### config.mk
export PLATFORM = sky130hd
export DESIGN_NAME = http_chunked_body_decoder
export DESIGN_NICKNAME = d
export VERILOG_FILES = /design/src/hw/rtl/chd_pkg.sv /design/src/hw/rtl/chd_front.sv /design/src/hw/rtl/chd_queue.sv /design/src/hw/rtl/chd_back.sv /design/src/hw/rtl/http_chunked_body_decoder.sv
export SDC_FILE = /design/constraint.sdc
export NUM_CORES = 1
export LEC_CHECK = 0
export BUFFER_PORTS_ARGS = -buffer_cell sky130_fd_sc_hd__buf_2
export CAP_MARGIN = 20
export CORE_MARGIN = 2
export CORE_UTILIZATION = 24
export DETAILED_ROUTE_END_ITERATION = 12
export HOLD_SLACK_MARGIN = 0.12
export PLACE_DENSITY_LB_ADDON = 0.05
export SLEW_MARGIN = 20
export SYNTH_ARGS = -nofsm -noshare
export SYNTH_HDL_FRONTEND = slang
export SYNTH_HIERARCHICAL = 1
export SYNTH_SLANG_ARGS = --single-unit
### constraint.sdc
create_clock -name i_clk -period 7.2 [get_ports i_clk]
set_clock_uncertainty 0.15 [all_clocks]
set_input_delay 0.36 -clock i_clk [delete_from_list [all_inputs] [get_ports i_clk]]
set_output_delay 0.36 -clock i_clk [all_outputs]
set_load 0.02 [all_outputs]
### src/hw/rtl/chd_pkg.sv
// ----------------------------------------------------------------------------
// chd_pkg
// shared types and constants of the chunked body decoder
// ----------------------------------------------------------------------------
`default_nettype none

package chd_pkg;

    localparam int QUEUE_DEPTH = 4;
    localparam int QUEUE_PTR_W = $clog2(QUEUE_DEPTH);
    localparam int QUEUE_CNT_W = $clog2(QUEUE_DEPTH + 1);

    localparam logic [7:0] CHR_CR    = 8'h0d;
    localparam logic [7:0] CHR_LF    = 8'h0a;
    localparam logic [7:0] CHR_SPACE = 8'h20;
    localparam logic [7:0] CHR_TAB   = 8'h09;

    typedef enum logic [3:0] {
        PH_LEAD    = 4'd0,
        PH_DIGITS  = 4'd1,
        PH_REST    = 4'd2,
        PH_SIZE_CR = 4'd3,
        PH_DATA    = 4'd4,
        PH_DATA_CR = 4'd5,
        PH_DATA_LF = 4'd6,
        PH_TRAILER = 4'd7,
        PH_TR_CR   = 4'd8,
        PH_DONE    = 4'd9,
        PH_ERROR   = 4'd10
    } t_phase;

    typedef enum logic [1:0] {
        ST_BUSY  = 2'd0,
        ST_DONE  = 2'd1,
        ST_ERROR = 2'd2,
        ST_AFTER = 2'd3
    } t_status;

    // classified input byte as it travels through the queue
    typedef struct packed {
        logic [7:0] data;
        logic       start_new;
        logic       is_hex;
        logic [3:0] hex_val;
        logic       is_blank;
        logic       is_cr;
        logic       is_lf;
    } t_item;

    typedef struct packed {
        logic [7:0] body_byte;
        logic       body_valid;
        t_status    status;
        logic [31:0] body_length;
    } t_result;

endpackage

`default_nettype wire

### src/hw/rtl/chd_front.sv
// ----------------------------------------------------------------------------
// chd_front
// byte classifier: hex digit value, blank, cr and lf flags
// ----------------------------------------------------------------------------
`default_nettype none

module chd_front (
    input  wire logic [7:0]    i_data_byte,
    input  wire logic          i_start_new,
    output chd_pkg::t_item     o_item
);

    always_comb begin
        o_item           = '0;
        o_item.data      = i_data_byte;
        o_item.start_new = i_start_new;
        o_item.is_blank  = (i_data_byte == chd_pkg::CHR_SPACE) ||
                           (i_data_byte == chd_pkg::CHR_TAB);
        o_item.is_cr     = (i_data_byte == chd_pkg::CHR_CR);
        o_item.is_lf     = (i_data_byte == chd_pkg::CHR_LF);
        if (i_data_byte inside {[8'h30:8'h39]}) begin
            o_item.is_hex  = 1'b1;
            o_item.hex_val = i_data_byte[3:0];
        end else if (i_data_byte inside {[8'h61:8'h66], [8'h41:8'h46]}) begin
            // a..f and A..F share the low bits 1..6
            o_item.is_hex  = 1'b1;
            o_item.hex_val = i_data_byte[3:0] + 4'd9;
        end
    end

endmodule

`default_nettype wire

### src/hw/rtl/chd_queue.sv
// ----------------------------------------------------------------------------
// chd_queue
// short fifo of classified bytes between front and back
// ----------------------------------------------------------------------------
`default_nettype none

module chd_queue (
    input  wire logic           i_clk,
    input  wire logic           i_rst_n,
    input  wire logic           i_push,
    input  wire chd_pkg::t_item i_item,
    output logic                o_full,
    input  wire logic           i_pop,
    output logic                o_empty,
    output chd_pkg::t_item      o_item
);

    chd_pkg::t_item                    r_mem [chd_pkg::QUEUE_DEPTH];
    logic [chd_pkg::QUEUE_PTR_W-1:0]   r_wr_ptr, n_wr_ptr;
    logic [chd_pkg::QUEUE_PTR_W-1:0]   r_rd_ptr, n_rd_ptr;
    logic [chd_pkg::QUEUE_CNT_W-1:0]   r_count, n_count;
    logic                              push_ok, pop_ok;

    assign o_full  = (r_count == chd_pkg::QUEUE_CNT_W'(chd_pkg::QUEUE_DEPTH));
    assign o_empty = (r_count == '0);
    assign push_ok = i_push && !o_full;
    assign pop_ok  = i_pop && !o_empty;
    assign o_item  = r_mem[r_rd_ptr];

    always_comb begin
        n_wr_ptr = push_ok ? r_wr_ptr + 1'b1 : r_wr_ptr;
        n_rd_ptr = pop_ok ? r_rd_ptr + 1'b1 : r_rd_ptr;
        n_count  = r_count;
        if (push_ok && !pop_ok) begin
            n_count = r_count + 1'b1;
        end else if (pop_ok && !push_ok) begin
            n_count = r_count - 1'b1;
        end
    end

    always_ff @(posedge i_clk) begin
        if (!i_rst_n) begin
            r_wr_ptr <= '0;
            r_rd_ptr <= '0;
            r_count  <= '0;
        end else begin
            r_wr_ptr <= n_wr_ptr;
            r_rd_ptr <= n_rd_ptr;
            r_count  <= n_count;
        end
    end

    always_ff @(posedge i_clk) begin
        if (push_ok) begin
            r_mem[r_wr_ptr] <= i_item;
        end
    end

endmodule

`default_nettype wire

### src/hw/rtl/chd_back.sv
// ----------------------------------------------------------------------------
// chd_back
// per-byte decode state machine with output register
// ----------------------------------------------------------------------------
`default_nettype none

module chd_back #(
    parameter int SIZE_BITS = 32
) (
    input  wire logic           i_clk,
    input  wire logic           i_rst_n,
    input  wire logic           i_empty,
    input  wire chd_pkg::t_item i_item,
    output logic                o_pop,
    output chd_pkg::t_result    o_result,
    output logic                o_valid,
    input  wire logic           i_ready
);

    chd_pkg::t_phase        r_phase, n_phase, cur_phase;
    logic [SIZE_BITS-1:0]   r_accum, n_accum, cur_accum, accum_add;
    logic [SIZE_BITS-1:0]   r_left, n_left, cur_left;
    logic [31:0]            r_total, n_total, cur_total;
    logic                   r_empty, n_empty, cur_empty;
    logic                   r_out_valid;
    chd_pkg::t_result       r_result, n_result;

    assign o_pop    = !i_empty && (!r_out_valid || i_ready);
    assign o_valid  = r_out_valid;
    assign o_result = r_result;

    // start_new restarts from the reset state before this byte
    always_comb begin
        cur_phase = i_item.start_new ? chd_pkg::PH_LEAD : r_phase;
        cur_accum = i_item.start_new ? '0 : r_accum;
        cur_left  = i_item.start_new ? '0 : r_left;
        cur_total = i_item.start_new ? '0 : r_total;
        cur_empty = i_item.start_new ? 1'b1 : r_empty;
    end

    // saturating hex shift-in
    assign accum_add = (|cur_accum[SIZE_BITS-1 -: 4]) ? '1 :
                       {cur_accum[SIZE_BITS-5:0], i_item.hex_val};

    // next phase
    always_comb begin
        n_phase = cur_phase;
        case (cur_phase)
            chd_pkg::PH_LEAD: begin
                if (i_item.is_blank) n_phase = chd_pkg::PH_LEAD;
                else if (i_item.is_hex) n_phase = chd_pkg::PH_DIGITS;
                else if (i_item.is_cr) n_phase = chd_pkg::PH_SIZE_CR;
                else n_phase = chd_pkg::PH_REST;
            end
            chd_pkg::PH_DIGITS: begin
                if (i_item.is_hex) n_phase = chd_pkg::PH_DIGITS;
                else if (i_item.is_cr) n_phase = chd_pkg::PH_SIZE_CR;
                else n_phase = chd_pkg::PH_REST;
            end
            chd_pkg::PH_REST: begin
                if (i_item.is_cr) n_phase = chd_pkg::PH_SIZE_CR;
            end
            chd_pkg::PH_SIZE_CR: begin
                if (i_item.is_lf) begin
                    n_phase = (cur_accum == '0) ? chd_pkg::PH_TRAILER : chd_pkg::PH_DATA;
                end else if (!i_item.is_cr) begin
                    n_phase = chd_pkg::PH_REST;
                end
            end
            chd_pkg::PH_DATA: begin
                if (cur_left == SIZE_BITS'(1)) n_phase = chd_pkg::PH_DATA_CR;
            end
            chd_pkg::PH_DATA_CR: begin
                n_phase = i_item.is_cr ? chd_pkg::PH_DATA_LF : chd_pkg::PH_ERROR;
            end
            chd_pkg::PH_DATA_LF: begin
                n_phase = i_item.is_lf ? chd_pkg::PH_LEAD : chd_pkg::PH_ERROR;
            end
            chd_pkg::PH_TRAILER: begin
                if (i_item.is_cr) n_phase = chd_pkg::PH_TR_CR;
            end
            chd_pkg::PH_TR_CR: begin
                if (i_item.is_lf) begin
                    n_phase = cur_empty ? chd_pkg::PH_DONE : chd_pkg::PH_TRAILER;
                end else if (!i_item.is_cr) begin
                    n_phase = chd_pkg::PH_TRAILER;
                end
            end
            chd_pkg::PH_DONE: n_phase = chd_pkg::PH_DONE;
            default:          n_phase = chd_pkg::PH_ERROR;
        endcase
    end

    // datapath and result
    always_comb begin
        n_accum  = cur_accum;
        n_left   = cur_left;
        n_total  = cur_total;
        n_empty  = cur_empty;
        n_result = '0;
        n_result.status = chd_pkg::ST_BUSY;
        case (cur_phase)
            chd_pkg::PH_LEAD, chd_pkg::PH_DIGITS: begin
                if (i_item.is_hex) n_accum = accum_add;
            end
            chd_pkg::PH_REST: begin
                n_accum = cur_accum;
            end
            chd_pkg::PH_SIZE_CR: begin
                if (i_item.is_lf) begin
                    if (cur_accum == '0) n_empty = 1'b1;
                    else n_left = cur_accum;
                end
            end
            chd_pkg::PH_DATA: begin
                n_result.body_valid = 1'b1;
                n_result.body_byte  = i_item.data;
                if (cur_total != 32'hffff_ffff) n_total = cur_total + 32'd1;
                n_left = cur_left - SIZE_BITS'(1);
            end
            chd_pkg::PH_DATA_CR: begin
                if (!i_item.is_cr) n_result.status = chd_pkg::ST_ERROR;
            end
            chd_pkg::PH_DATA_LF: begin
                if (i_item.is_lf) n_accum = '0;
                else n_result.status = chd_pkg::ST_ERROR;
            end
            chd_pkg::PH_TRAILER: begin
                if (!i_item.is_cr) n_empty = 1'b0;
            end
            chd_pkg::PH_TR_CR: begin
                if (i_item.is_lf) begin
                    if (cur_empty) n_result.status = chd_pkg::ST_DONE;
                    else n_empty = 1'b1;
                end else begin
                    n_empty = 1'b0;
                end
            end
            chd_pkg::PH_DONE: n_result.status = chd_pkg::ST_AFTER;
            default:          n_result.status = chd_pkg::ST_ERROR;
        endcase
        n_result.body_length = n_total;
    end

    always_ff @(posedge i_clk) begin
        if (!i_rst_n) begin
            r_phase     <= chd_pkg::PH_LEAD;
            r_accum     <= '0;
            r_left      <= '0;
            r_total     <= '0;
            r_empty     <= 1'b1;
            r_out_valid <= 1'b0;
        end else begin
            if (o_pop) begin
                r_phase <= n_phase;
                r_accum <= n_accum;
                r_left  <= n_left;
                r_total <= n_total;
                r_empty <= n_empty;
            end
            if (o_pop) r_out_valid <= 1'b1;
            else if (i_ready) r_out_valid <= 1'b0;
        end
    end

    always_ff @(posedge i_clk) begin
        if (o_pop) r_result <= n_result;
    end

endmodule

`default_nettype wire

### src/hw/rtl/http_chunked_body_decoder.sv
// ----------------------------------------------------------------------------
// http_chunked_body_decoder
// chunked transfer body decoder: one raw byte in, one result out per byte
// ----------------------------------------------------------------------------
// each byte is written into the queue, then its result is registered in the back end
// throughput: one byte per cycle while the result channel does not stall, set by the phase update in the back end
// the 4-entry queue lets input and output stall independently
// reset clears the phase, size, counters, the queue and the valid flag of the output register
// ----------------------------------------------------------------------------
`default_nettype none

module http_chunked_body_decoder #(
    parameter int SIZE_BITS = 32
) (
    input  wire logic        i_clk,
    input  wire logic        i_rst_n,
    // input channel
    input  wire logic        i_valid,
    output logic             o_ready,
    input  wire logic [7:0]  i_data_byte,
    input  wire logic        i_start_new,
    // result channel
    output logic             o_valid,
    input  wire logic        i_ready,
    output logic [7:0]       o_body_byte,
    output logic             o_body_valid,
    output logic [1:0]       o_status,
    output logic [31:0]      o_body_length
);

    chd_pkg::t_item   front_item;
    chd_pkg::t_item   queue_item;
    chd_pkg::t_result result;
    logic             queue_full;
    logic             queue_empty;
    logic             back_pop;

    // front: classify each byte as it is taken in
    chd_front u_front (
        .i_data_byte (i_data_byte),
        .i_start_new (i_start_new),
        .o_item      (front_item)
    );

    // input transaction accepted whenever the queue has room
    assign o_ready = !queue_full;

    chd_queue u_queue (
        .i_clk   (i_clk),
        .i_rst_n (i_rst_n),
        .i_push  (i_valid),
        .i_item  (front_item),
        .o_full  (queue_full),
        .i_pop   (back_pop),
        .o_empty (queue_empty),
        .o_item  (queue_item)
    );

    // back: size line, payload, trailer tracking and output register
    chd_back #(
        .SIZE_BITS (SIZE_BITS)
    ) u_back (
        .i_clk    (i_clk),
        .i_rst_n  (i_rst_n),
        .i_empty  (queue_empty),
        .i_item   (queue_item),
        .o_pop    (back_pop),
        .o_result (result),
        .o_valid  (o_valid),
        .i_ready  (i_ready)
    );

    // result fields as separate ports
    assign o_body_byte   = result.body_byte;
    assign o_body_valid  = result.body_valid;
    assign o_status      = result.status;
    assign o_body_length = result.body_length;

endmodule

`default_nettype wire

## Word level (Yosys, flattened, before mapping)

Memory sizes are Yosys's and may differ from the RTL's. A register that Yosys moved wholly into a read port is not among the register bits.
Cells that the tools add are included.

| cells by class | value |
|---|---|
| equal/unequal tests | 16 |
| add/subtract/negate cells | 7 |
| multiplexer cells | 50 |
| order comparisons | 6 |
| reduce and logical (&&, ||, !) cells | 24 |

Operators with widths:

| operator | number |
|---|---|
| 32-bit 2-to-1 mux | 10 |
| 32-bit case mux with 2 select lines | 2 |
| 4-bit 2-to-1 mux | 13 |
| 4-bit case mux with 10 select lines | 1 |
| 32-bit by 1-bit adder with 32-bit output (second input constant) | 1 |
| 32-bit by 1-bit equality test with 1-bit output (second input constant) | 1 |
| 32-bit logical NOT | 1 |
| 32-bit != test (second input constant) | 1 |
| 32-bit by 1-bit subtractor with 32-bit output (second input constant) | 1 |
| 8-bit by 4-bit equality test with 1-bit output (second input constant) | 3 |
| 4-bit by 3-bit equality test with 1-bit output (second input constant) | 4 |
| 8-bit by 7-bit >= comparator with 1-bit output (second input constant) | 2 |
| 8-bit by 7-bit less-or-equal comparator with 1-bit output (second input constant) | 2 |
| 1-bit 2-to-1 mux | 12 |
| 2-bit 2-to-1 mux | 6 |
| 5-bit 2-to-1 mux | 2 |
| 2-bit case mux with 5 select lines | 1 |
| 4-bit by 2-bit equality test with 1-bit output (second input constant) | 2 |
| 4-bit equality test (second input constant) | 2 |
| 8-bit by 6-bit equality test with 1-bit output (second input constant) | 1 |
| 8-bit by 6-bit >= comparator with 1-bit output (second input constant) | 1 |
| 8-bit by 6-bit less-or-equal comparator with 1-bit output (second input constant) | 1 |
| 1-bit logical AND | 8 |
| 3-bit 2-to-1 mux | 2 |
| 15 further kinds | 23 |

| word-level totals | value |
|---|---|
| RAM bits | 68 |
| memories kept | 1 |
| flip-flop bits (word level) | 152 |
| word-level logic and storage cells | 117 |

Memory list:

| memory | words | bits a word | rd ports | clocked after Yosys merged registers in | wr ports | RTL line | source |
|---|---|---|---|---|---|---|---|
| u_queue.r_mem | 4 | 17 | 1 | 1 | 1 | chd_queue.sv:18 | `chd_pkg::t_item r_mem [chd_pkg::QUEUE_DEPTH];` |

## Depth between registers and ports, before layout

| depth | value |
|---|---|
| depth after elaboration | 7 |
| gate-level depth with buffers | 15 |
| gate-level depth less buffers | 10 |

## Cells and area by module

Netlist, hierarchy kept.

Modules (own cells, without submodules):

| module | times used | cells each | area an instance (sq um) |
|---|---|---|---|
| chd_back | 1 | 1,049 | 8,416.8 |
| chd_queue | 1 | 137 | 2,955.3 |
| chd_front | 1 | 43 | 322.8 |
| http_chunked_body_decoder | 1 | 1 | 3.8 |

## Worst setup path before layout

Ideal clock, no wire load.

| path | value |
|---|---|
| path kind | register to register |
| start point | reg u_queue/r_count[0] (netlist bit) |
| end point | reg u_queue/r_count[2] (netlist bit) |
| buffers on the path | 3 |
| path slack | 2,938 ps |
| stages on the path, launching flop included | 14 |
| arrival | 4,042 ps |
| library setup time | 70 ps |
| clock period less this slack | 4,262 ps |
| cell sequence | dfxtp_1 nor3_1 nand2b_1 inv_1 clkbuf_1 clkbuf_1 clkbuf_1 o31ai_2 ha_1 inv_1 fa_1 xor2_1 or3_1 a21boi_1 |

| on the way | value |
|---|---|
| cells in the longest elaborated chain, start to end | 7 |
| elaborated cells between the ends (all ways) | 16 |
| those cells by class | add/sub (2); eq/ne (1); mux (2); reduce/logical (11) |

RTL lines:

| item | RTL line | source |
|---|---|---|
| start, declared | chd_queue.sv:21 | `logic [chd_pkg::QUEUE_CNT_W-1:0] r_count, n_count;` |
| start signal, assigned | chd_queue.sv:49 | `r_count <= n_count;` |
| 3-bit logical NOT * | chd_queue.sv:25 | `assign o_empty = (r_count == '0);` |
| via queue_empty | http_chunked_body_decoder.sv:35 | `logic queue_empty;` |
| 1-bit logical NOT * | chd_back.sv:28 | `assign o_pop = !i_empty && (!r_out_valid \|\| i_ready);` |
| 1-bit logical AND * | chd_back.sv:28 |  |
| via back_pop | http_chunked_body_decoder.sv:36 | `logic back_pop;` |
| 1-bit logical AND * | chd_queue.sv:27 | `assign pop_ok = i_pop && !o_empty;` |
| 1-bit logical NOT | chd_queue.sv:34 | `if (push_ok && !pop_ok) begin` |
| 1-bit logical AND | chd_queue.sv:34 |  |
| 3-bit 2-to-1 mux or 2-bit nonzero test (tied branches) | -- |  |

The timed path passes the listed nets; every way through them passes the cells marked *. The select of a mux whose other input is x is not followed.
A chain may end at the register's enable or synchronous reset.

==> results.txt <==
----------------------------------------------------
[GRT]
  GRT met3 Usage ... 0.02090
  Met1 Resource Use GR ... 0.2226
  Via count of the first global-routing pass ... roughly 9600
  GR Layer Usage met2 ... 0.2478
  Number of antenna violations at the first check in global routing ... 0
  Total routing usage reported by global routing ... 0.1565
  Global route total overflow ... 0
  Wire length of the first global-routing pass ... a little over 60 mm
  Pin count of the biggest net entering global routing ... approximately 70
  Most Crowded Layer GR ... met2

[Yosys]
  Net Count, Synth ... between 1000 and 1500
  Count of cell types in the netlist ... 89
  Netlist area before placement ... 11700 um^2
  Share of Yosys cell area claimed by the top area cell type ... 0.2849
  Fraction of the yosys area taken by sequential cells ... 0.4749
  Syn Inst Count ... roughly 1200
  Fraction of registers with async set or reset after synthesis ... 0
  Yosys warning count ... 6
  Number of storage elements in the synthesis netlist ... ~220
  Most used flip-flop cell after synthesis ... edfxtp_1
  Number of enable-type register cells in the synthesized netlist ... 111
  Cell types with the largest area share after synthesis ... edfxtp_1 (28%), dfxtp_1 (19%), o21ai_0 (4.4%)
  Most area-hungry cell type in the Yosys netlist ... edfxtp_1
  Average instance area after synthesis ... roughly 9.5 um^2

[Clock network]
  Sinks on Clock Net ... ~220
  Clk buf depth ... 3
  CTS clk-pin slew, worst paths ... about 60 ps
  Clock tree from TritonCTS ... yes
  Max H-tree Level ... 1
  Num CTS Buffers ... 29
  Clock tree root driver cell ... clkbuf_16
  Skew-Pair Late Insertion Delay ... a little under 600 ps
  Post-CTS setup-driven buffer insertion count ... 0

[Worst setup path]
  Crit path required time ... 7390 ps
  Critical path capture point type ... register
  Library cell contributing the largest single delay on the critical path ... mux4_4
  Arr. time, crit path ... about 4800 ps
  Largest stage delay, worst path ... 990 ps
  Cells traversed along the worst timing path ... mux4_4 > nand4b_1 > nor4_1 > nand4_1 > nand2_1 > nor2_1 > xnor2_1
  Register-to-register path setup slack ... ~2600 ps
  Critical path class ... reg -> reg
  Nature of the critical path startpoint ... register
  Max Fanout on Critical Path ... a little under 60

[Layout]
  Area Overhead vs Synth ... 15.51%
  Diode count ... 0
  Number of nets in the layout ... roughly 1300
  Layout cell share with drive strength beyond 1 ... 0.1353
  Post-route standard cell area excluding fillers ... 13510 um^2

[Floorplanning]
  Chip width ... roughly 220 um
  Boundary Pins ... 58
  Height of the chip ... roughly 220 um
  Area of the die ... 50530 um^2
  Core area ... about 48000 um^2
  Placement row count ... 80
  Effective utilization at floorplan ... 0.2440

[Routing]
  Drt first-iter violations ... roughly 720
  Final antenna-violating net count ... 0
  Total wire length after detailed routing ... about 40 mm
  Vias per std cell ... just over 5
  Wire length per cell after detailed routing ... 20.96 um
  Remaining design rule violation count ... 0
  Via Count ... roughly 9800
  Length of the first detailed-routing pass in iterations ... 5

[Run]
  Number of maximum-capacitance constraint violations ... 0

[STA]
  Final Hold Viols ... 0
  Final critical-path required period ... ~4600 ps
  Maximum frequency from static timing analysis ... 0.2193 GHz
  Setup TNS ... 0 ps
  Part of the cycle the worst path needs ... 0.6333
  Final setup viols ... 0
  Final hold slack ... between 300 and 400 ps
  Measured slew at the worst slew-check pin ... about 1100 ps
  Setup repair after global routing missed its margin ... no
  Relative slew slack ... 0.2667
  Final count of pins violating max slew ... 0

[Worst hold path]
  Type of the most critical hold path ... reg -> reg
  Launch instance of the worst min-delay path ... u_back/r_accum[31]$_SDFFE_PN0P_

[Power]
  Power Dens Cells ... 378.3 nW/um^2
  Static leakage power ... 4.526 nW
  Maximum VDD drop ... about 0.00019 V
  Total Power ... between 5 and 6 mW

[Placement]
  Instance area after placement ... between 10000 and 15000 um^2
  # port buffers ... 57
  Weighted congestion at the end of routability-driven global placement ... approximately 0.8
  Placed wire-length estimate after detailed placement ... 26.13 mm

[Run status]
  Run status ... finished clean

----------------------------------------------------
-- cells by family after synthesis --
family,after synthesis,synth area share
DFF,222,0.4749
AOI/OAI and AO/OA,321,0.1759
and+or+nand+nor,509,0.2296
xor gates and xnor gates,33,0.02471
muxes,24,0.03882
buffers and inverters,110,0.04364
adders and majority gates,11,0.01241
-- flip-flops by register name, summed over array words and instances (netlist names), named ones only --
signal,count
u_back/r_empty,1
u_queue/r_rd_ptr,2
u_queue/r_mem,68
u_back/o_valid,1
u_back/r_total,32
u_back/r_accum,32
u_back/r_left,32
u_queue/r_count,3
u_back/r_phase,4
u_back/o_result,43
u_queue/r_wr_ptr,2
-- what timing repair did --
action                    4_1_cts  5_1_grt
gates resized for setup         0        0
hold endpoints to repair       43        0
hold buffers                   12        0
-- cells in the final DEF (no fill, tap or decap), drive strengths merged, types with 6 or more instances in the layout --
cell type    instances
or4                 13
nor4                20
a21o                 6
or3                 28
clkinv              12
inv                 20
and2                12
a211oi               9
o22ai                7
a31oi               39
nand2b               7
xnor2               24
o211ai               8
nand2              128
a41oi                6
mux4                17
clkbuf              38
nand3               35
xor2                 9
nand4               19
mux2i                6
buf                 75
or2                  8
nand4b              10
dlygate4sd3         12
o31ai                7
nor2b               30
dfxtp              111
o221a                6
edfxtp             111
o21ai              104
nor3                43
a21oi               65
ha                  10
nor2               106
and3                29
-- where the power goes --
group	switching (mW)	total (mW)	internal [mW]
logic	1.31	1.89	0.573
clock network	0.593	1.43	0.841
registers	0.194	1.79	1.60
total	2.10	5.11	3.01
-- area by class of cell --
class	count	area, um^2
multi-input cells	898	5649
repair buffers	87	540.5
fillers	5080	34430
clock buffers	38	789.5
flip-flops and latches	222	5555
clock inverters	15	135.1
inverters	19	73.82
well taps	615	769.5
-- metrics by stage --
step / cells / util / worst slack, ps
3_5_place_dp: 1829 / 0.2600 / 2714
5_1_grt: 1894 / 0.2818 / 2400
3_3_place_gp: 1829 / 0.2600 / 2774
6_report: 1894 / 0.2818 / 2640
4_1_cts: 1894 / 0.2818 / 2693
2_1_floorplan: 1230 / - / 2938
-- per-layer routing --
metal	vias to the layer above	share of wire
met5	-	0
met4	0	0.022
met3	48	0.040
met2	215	0.45
met1	4848	0.48
li1	4669	-
-- Yosys cell counts (9+ instances only) --
master / n
nor2_1: 104
nand4_1: 19
nand3_1: 35
and3_1: 29
a211oi_1: 9
ha_1: 10
buf_4: 9
nor4_1: 19
nand4b_1: 10
a31oi_1: 39
nand2_1: 125
and2_1: 12
edfxtp_1: 111
mux4_2: 17
or4_1: 13
o21ai_0: 104
or3_1: 27
a21oi_1: 65
clkbuf_1: 63
xnor2_1: 24
nor2b_1: 30
nor3_1: 40
xor2_1: 9
inv_1: 17
dfxtp_1: 111
-- worst max-delay path: cells and delay by family (launching register included) --
kind | cells | cell delay (ps)
simple gates | 5 | 2630
mux | 1 | 990
xor+xnor | 1 | 130
flops | 1 | 340
-- final timing paths --
kind                                           to  cells after the start
setup / recovery    u_back/o_result[23]$_DFFE_PP_                      7
hold / removal    u_back/r_accum[31]$_SDFFE_PN0P_                      2
setup reg to reg    u_back/o_result[23]$_DFFE_PP_                      7
hold reg to reg   u_back/r_accum[31]$_SDFFE_PN0P_                      2
No activity file was read; power rests on OpenSTA's default activity.
